File: config.mk
export PLATFORM = sky130hd
export DESIGN_NAME = rtct_ctrl
export DESIGN_NICKNAME = d
export VERILOG_FILES = /design/src/hdl/rtct_pkg.sv /design/src/hdl/rtct_ctrl.sv
export SDC_FILE = /design/constraint.sdc
export NUM_CORES = 1
export LEC_CHECK = 0
export BUFFER_PORTS_ARGS = -buffer_cell sky130_fd_sc_hd__clkbuf_2
export CORE_AREA = 2 2 39 41
export DETAILED_ROUTE_END_ITERATION = 12
export DIE_AREA = 0 0 41 43
export SLEW_MARGIN = 25
export SYNTH_ARGS = -nofsm -noshare
export SYNTH_HDL_FRONTEND = slang
export SYNTH_SLANG_ARGS = --single-unit
File: constraint.sdc
create_clock -name clk_i -period 1.5 [get_ports clk_i]
set_input_delay 0.3 -clock clk_i [delete_from_list [all_inputs] [get_ports clk_i]]
set_output_delay 0.3 -clock clk_i [all_outputs]
set_load 0.05 [all_outputs]
File: src/hdl/rtct_pkg.sv
`timescale 1ns / 1ps
// ----------------------------------------------------------------------------
// rtct_pkg
// Shared types and constants of the region thread count tuner.
// ----------------------------------------------------------------------------
package rtct_pkg;

  localparam int unsigned MaxRegionsDef = 64;
  localparam int unsigned ThreadBitsDef = 10;

  localparam logic [8:0]  CoreCountRst   = 9'd8;
  localparam logic [8:0]  StartThreadsRst = 9'd2;

  localparam logic [1:0] RegCoreCount   = 2'd0;
  localparam logic [1:0] RegStartThreads = 2'd1;
  localparam logic [1:0] RegMetricMode  = 2'd2;
  localparam logic [1:0] RegSwitchThr   = 2'd3;

  typedef enum logic [2:0] {
    PhStart  = 3'd0,
    PhRepeat = 3'd1,
    PhS0     = 3'd2,
    PhS1     = 3'd3,
    PhS2     = 3'd4,
    PhEndThr = 3'd5,
    PhEnd    = 3'd6
  } phase_e;

  typedef enum logic [3:0] {
    StIdle,
    StSrch,
    StSrchCmp,
    StDecide,
    StPRd,
    StPCalc,
    StCRd,
    StCCalc,
    StOut
  } state_e;

  typedef struct packed {
    logic load_in;
    logic set_hit;
    logic idx_inc;
    logic new_slot;
    logic full_load;
    logic sel_cur;
    logic p_update;
    logic out_load;
  } cmd_t;

  typedef struct packed {
    logic srch_end;
    logic key_hit;
    logic tbl_full;
  } stat_t;

  typedef struct packed {
    logic [8:0]  core_count;
    logic [8:0]  start_threads;
    logic        metric_mode;
    logic [31:0] switch_threshold;
  } cfg_t;

endpackage

File: src/hdl/rtct_ctrl.sv
`timescale 1ns / 1ps
// ----------------------------------------------------------------------------
// rtct_ctrl
// Sequencer: key search, slot assignment, previous and current region passes.
// ----------------------------------------------------------------------------
module rtct_ctrl (
  input  logic           clk_i,
  input  logic           rst_ni,
  input  logic           in_valid_i,
  output logic           in_ready_o,
  output logic           out_valid_o,
  input  logic           out_ready_i,
  input  rtct_pkg::stat_t stat_i,
  output rtct_pkg::cmd_t  cmd_o
);
  import rtct_pkg::*;

  state_e state_q, state_d;

  always_ff @(posedge clk_i or negedge rst_ni) begin
    if (!rst_ni) begin
      state_q <= StIdle;
    end else begin
      state_q <= state_d;
    end
  end

  always_comb begin
    state_d = state_q;
    case (state_q)
      StIdle:    if (in_valid_i) state_d = StSrch;
      StSrch:    state_d = stat_i.srch_end ? StDecide : StSrchCmp;
      StSrchCmp: state_d = stat_i.key_hit ? StPRd : StSrch;
      StDecide:  state_d = stat_i.tbl_full ? StOut : StPRd;
      StPRd:     state_d = StPCalc;
      StPCalc:   state_d = StCRd;
      StCRd:     state_d = StCCalc;
      StCCalc:   state_d = StOut;
      StOut:     if (out_ready_i) state_d = StIdle;
      default:   state_d = StIdle;
    endcase
  end

  always_comb begin
    cmd_o       = '0;
    in_ready_o  = 1'b0;
    out_valid_o = 1'b0;
    case (state_q)
      StIdle: begin
        in_ready_o    = 1'b1;
        cmd_o.load_in = in_valid_i;
      end
      StSrchCmp: begin
        cmd_o.set_hit = stat_i.key_hit;
        cmd_o.idx_inc = !stat_i.key_hit;
      end
      StDecide: begin
        cmd_o.full_load = stat_i.tbl_full;
        cmd_o.new_slot  = !stat_i.tbl_full;
      end
      StPCalc: cmd_o.p_update = 1'b1;
      StCRd:   cmd_o.sel_cur  = 1'b1;
      StCCalc: cmd_o.out_load = 1'b1;
      StOut:   out_valid_o    = 1'b1;
      default: ;
    endcase
  end

endmodule

==> metrics.cfg, run 1 <==
[status]
status = complete, but fails checks
violations = negative setup slack

[sta]
min_period_ns = 1.658
fin_worst_skew_ns = 0.001772
finalSetupViolations = 10
min_period_over_period = 1.105
tightestPinTransition_ns = 0.2892
fmax_ghz = 0.6031
drv_slew = 0
setup_slack_ns = -0.1581
slew_headroom = 0.8068
final-hold-violation-count = 0
rsz0062_at_grt = true
hold_ws_ns = 0.3519

[yosys]
syn_nets = 42
ys_types = 23
synth_warnings = 0
synth-edff-count = 0
async_reset_ff_frac = 1.000
ys.flop_type = dfrtp_1
avgSynthCellArea_um2 = 9.080
syn_inst = 35
synth_seq_area_share = 0.3150
netlist_area_um2 = 317.8
synth-seq-cells = 4

[cells_and_area]
regMostFlops = state_q
largest_register_ffs = 4
antennaDiodeCount = 0
final_common_cell = buf_4
final_cell_mix = buf_4, clkbuf_2, buf_8
largestRegisters = state_q x4
layout.nets = 76
drive_above_1_share = 0.7910
area_growth_pct = 144.1
final_util = 0.5606
fillers = 112

[power]
power_frac_clock = 0.072
switching_power_uw = 848.7
leakage_uw = 0.0003435
max-vdd-ir-drop_v = 0.001179
seq_power_share = 0.160
p_per_area_nw_per_um2 = 2339
p_comb_frac = 0.768
p_int_uw = 965.6
power.share.switching = 0.4678

[route]
vias = 386
avgRoutedWirePerCell_um = 11.76
viasPerCell = 4.651
dr.pass1.iters = 3
drc = 0
drt_wl_total_um = 976
ant_nets = 0
drt_iter0_markers = 2

[clocking]
clk_pin_slew_ns = 0.04
numCtsBuffers = 3
cts_tree = built
htree_levels = 1
clock_path_buffers = 2
cts_root_buffer = clkbuf_4
clock_latency_ns = 0.23
clkSinkCount = 4

[grt]
grt_pass1_wl_mm = 1.518
grt-ovfl-total = 0
grt_max_degree = 9
antenna_found_initial = 0
grt_pass1_vias = 377
grt_usage = 0.1279

[job]
maxCapViolations = 0

[critical_path]
path_class = flop to output port
cp-end-kind = output port
arrival_ns = 1.36
start_kind = flop
path_max_fanout = 8
required_ns = 1.20

[floorplan]
die_h_um = 43
die_w_um = 41
core_um2 = 1384
ioPinCount = 17
start_util = 0.2297
die-area_um2 = 1763
row_count = 14

[min_path]
min_path_type = input port to flop

[placement]
portBuffers = 16
globalplace.congestion = 0.6902
dp_slack_ns = -0.01172

## final timing paths
| kind | start | endpoint | slack, ns | depth (start not counted) |
|---|---|---|---|---|
| min in group asynchronous | rst_ni | state_q[1] | 0.41 | 2 |
| setup reg to reg | state_q[2] | state_q[0] | 0.10 | 5 |
| hold reg to reg | state_q[1] | state_q[0] | 0.68 | 2 |
| max in group asynchronous | rst_ni | state_q[0] | 0.96 | 2 |
| setup / recovery | state_q[2] | cmd_o[3] | -0.16 | 3 |
| hold / removal | out_ready_i | state_q[3] | 0.35 | 3 |
## stage by stage
step / area, um^2 / cells / setup TNS (ns) / power, uW
2_1_floorplan: 360.3 / 35 / -1.576 / 926.5
3_3_place_gp: 503.0 / 70 / 0 / 1155
3_5_place_dp: 503.0 / 70 / -0.01172 / 1168
4_1_cts: 674.4 / 76 / -0.9687 / 1550
5_1_grt: 775.7 / 83 / -1.641 / 1926
6_report: 775.7 / 83 / -1.042 / 1814
## cell type report
class	count	area [um^2]	share of cell area
flip-flops and latches	4	103.9	0.1339
inverters	2	10.01	0.01290
well taps	16	20.02	0.02581
multi-input cells	27	295.3	0.3806
clock buffers	3	22.52	0.02903
repair buffers	31	324.1	0.4177
## cell usage after synthesis, drive strengths merged (2+ instances only)
master / instances / share of area
nor2: 6 / 0.071
dfrtp: 4 / 0.31
nand2: 3 / 0.043
nor2b: 3 / 0.059
buf: 2 / 0.059
inv: 2 / 0.031
nand2b: 2 / 0.039
nor4: 2 / 0.059
nor4b: 2 / 0.10
## critical path: stages, from the launching register on
cell and delay, ns:
dfrtp_1 0.42, buf_12 0.17, nor4b_4 0.30, clkbuf_8 0.23
## power by group through the flow
stage	clock, uW	combinational, uW	sequential, uW
3_5_place_dp	0	876	292
2_1_floorplan	0	680	247
4_1_cts	139	1100	311
6_report	130	1390	291
3_3_place_gp	0	868	287
5_1_grt	150	1480	300
## kinds of logic (layout without fill, tap and decap cells)
| family | count (synthesis) | count (layout) | synth area share |
|---|---|---|---|
| AO/OA/AOI/OAI | 6 | 6 | 0.1654 |
| buffers and inverters | 4 | 36 | 0.09056 |
| flip-flops | 4 | 4 | 0.3150 |
| AND/OR/NAND/NOR | 21 | 21 | 0.4292 |
## routing by layer
layer | vias up | share of wire | track usage
met5 | - | 0 | 0
met4 | 0 | 0 | 0.06000
met3 | 0 | 0.043 | 0.03141
met2 | 10 | 0.59 | 0.2250
met1 | 184 | 0.37 | 0.1299
li1 | 192 | - | -
## timing repair
| item | in CTS | in global routing |
|---|---|---|
| setup buffers | 2 | 7 |
| endpoints found under the hold margin | 4 | 0 |
| setup endpoints to repair | 10 | 10 |
| hold buffers | 1 | 0 |
| resized for setup | 26 | 15 |
| pin swaps | 5 | 6 |
(Power assumes the default switching activity.)
==> run 2: changes to the inputs <==
--- a/config.mk
+++ b/config.mk
@@ -13,3 +13,4 @@
 export SYNTH_ARGS = -nofsm -noshare
 export SYNTH_HDL_FRONTEND = slang
 export SYNTH_SLANG_ARGS = --single-unit
+export TNS_END_PERCENT = 100
==> constraint.sdc (replaced) <==
create_clock -name clk_i -period 2.1 [get_ports clk_i]
set_input_delay 0.42 -clock clk_i [delete_from_list [all_inputs] [get_ports clk_i]]
set_output_delay 0.42 -clock clk_i [all_outputs]
set_load 0.05 [all_outputs]
==> metrics.cfg, run 2 (synthesis results as in run 1) <==
[sta]
setup_tns_ns = 0  ; +1.042 ns
drv_slew = 0  ; unchanged
fmax_ghz = 0.4991
rsz0062_at_grt = false
fin_worst_skew_ns = 0.002047  ; +0.0002745 ns
min_period_ns = 2.003
slew_headroom = 0.6621  ; -0.1448
finalSetupViolations = 0  ; -10
tightestPinTransition_ns = 0.5069  ; +0.2177 ns
min_period_over_period = 0.9540
final-hold-violation-count = 0  ; unchanged

[cells_and_area]
area_growth_pct = 42.91
final_cell_mix = clkbuf_2, nor2_1, dfrtp_1
largest_register_ffs = 4  ; unchanged
antennaDiodeCount = 0  ; unchanged
drive_above_1_share = 0.5094  ; -0.2816
final_common_cell = clkbuf_2
regMostFlops = state_q
largestRegisters = state_q x4
layout.nets = 62  ; -18%

[placement]
portBuffers = 16  ; unchanged
globalplace.congestion = 0.7022  ; +1.7%
hpwl_um = 546.3

[floorplan]
core_um2 = 1384  ; unchanged
ioPinCount = 17  ; unchanged
die_w_um = 41  ; unchanged
row_count = 14  ; unchanged
die-area_um2 = 1763  ; unchanged
start_util = 0.2297  ; unchanged
die_h_um = 43  ; unchanged

[power]
power_frac_clock = 0.118  ; +0.046
p_comb_frac = 0.580  ; -0.188
total_power_uw = 778.6  ; -57%
power.share.switching = 0.5670  ; +0.09924
leakage_uw = 0.0002226  ; -35%
p_per_area_nw_per_um2 = 1714  ; -27%
switching_power_uw = 441.5  ; -48%
p_int_uw = 337.1  ; -65%
seq_power_share = 0.302  ; +0.142
max-vdd-ir-drop_v = 0.0006235  ; -47%

[status]
status = completed

[clocking]
cts_tree = built
clock_latency_ns = 0.23  ; about the same
clk_pin_slew_ns = 0.04  ; about the same
htree_levels = 1  ; unchanged
clkSinkCount = 4  ; unchanged
clock_path_buffers = 2  ; unchanged
cts_root_buffer = clkbuf_4
numCtsBuffers = 3  ; unchanged

[job]
maxCapViolations = 0  ; unchanged

[route]
avgRoutedWirePerCell_um = 9.058  ; -23%
met3WireLength_um = 43  ; +2.4%
vias = 309  ; -20%
viasPerCell = 4.478  ; -3.7%
ant_nets = 0  ; unchanged
topRoutingLayerUsed = met3
wl_met2_um = 330  ; -43%
dr.pass1.iters = 1  ; -2
drt_iter0_markers = 0  ; -2
drc = 0  ; unchanged
drt_wl_total_um = 625  ; -36%
wl_met1_um = 252  ; -30%

[min_path]
min_path_type = input port to flop
hold_depth = 3  ; unchanged
hold_end = state_q[3]
hp-start = out_ready_i

[grt]
antenna_found_initial = 0  ; unchanged
grt-ovfl-total = 0  ; unchanged
grt_pass1_wl_mm = 1.021  ; -33%
grt_max_degree = 12  ; +3
grt_usage = 0.08770  ; -0.04019
grt_pass1_vias = 274  ; -27%

[critical_path]
cp-end-kind = output port
path_class = flop to output port
path_max_fanout = 11  ; +3
path_cells = nor4_4, and2_2, clkbuf_2
slowest_delay_ns = 0.55  ; +0.13 ns
worst_r2r_startpoint = state_q[2]
r2r-end = state_q[0]
start_kind = flop
slowest_stage = dfrtp_1
required_ns = 1.68  ; +0.48 ns
r2r_slack_ns = 0.75  ; +0.65 ns
worstRegToRegCells = 3  ; -2
arrival_ns = 1.58  ; +0.22 ns

## run 2: changes by cell type in the layout (fill, tap and decap cells not counted), moves of 3 or more
cell and change:
buf_8 -5, buf_6 -3, dfrtp_2 -3, nor2_1 +4, buf_4 -11, clkbuf_2 +10
nor2_4 -3, dfrtp_1 +3
## run 2: worst max path at each step
stage	start	end	slack [ns]	cells past startpoint
floorplan	state_q[0]	cmd_o[7]	0.09	2
CTS	state_q[2]	cmd_o[7]	0.08	3
detailed placement	state_q[2]	cmd_o[7]	0.34	3
global route	state_q[2]	cmd_o[7]	0.007	3
global placement	state_q[2]	cmd_o[7]	0.35	3
finish	state_q[2]	cmd_o[7]	0.1	3
## run 2: cell type report
class / count / area, um^2
inverter: 2 / 10.01
clock buffer: 3 / 22.52
fill: 159 / 929.6
sequential: 4 / 100.1
multi-input combinational: 27 / 211.5
tap: 16 / 20.02
timing repair buffer: 17 / 90.09
## run 2: timing repair
action,in CTS,in global routing
gates resized for setup,0,0
endpoints found under the hold margin,4,0
hold buffers,1,0
setup buffers,0,0
## run 2: metrics by stage
stage / instance area [um^2] / hold WS [ns] / worst slack [ns] / instances / util
floorplan: 340.3 / 0.1244 / 0.09187 / 35 / -
global placement: 421.7 / 0.2284 / 0.3494 / 65 / 0.3047
detailed placement: 421.7 / 0.2302 / 0.3367 / 65 / 0.3047
CTS: 454.2 / 0.4381 / 0.08158 / 69 / 0.3282
global route: 454.2 / 0.4504 / 0.006541 / 69 / 0.3282
finish: 454.2 / 0.4431 / 0.09657 / 69 / 0.3282
## run 2: worst max-delay path: cells and delay by family (launching register included)
kind / cells / cell delay, ns
and+or+nand+nor: 2 / 0.55
DFF: 1 / 0.55
buffers and inverters: 1 / 0.26
## run 2: layer usage
metal  track usage  vias up
met2        0.1313        8
met4       0.08000        0
met1       0.09446      142
met5             0        -
li1              -      159
met3       0.02094        0
## run 2: power by group through the flow
stage	sequential (uW)	clock (uW)	combinational (uW)
final	235	92.1	451
after detailed placement	238	0	458
after floorplan	171	0	460
after global routing	249	106	486
after CTS	237	98.5	460
after global placement	237	0	455
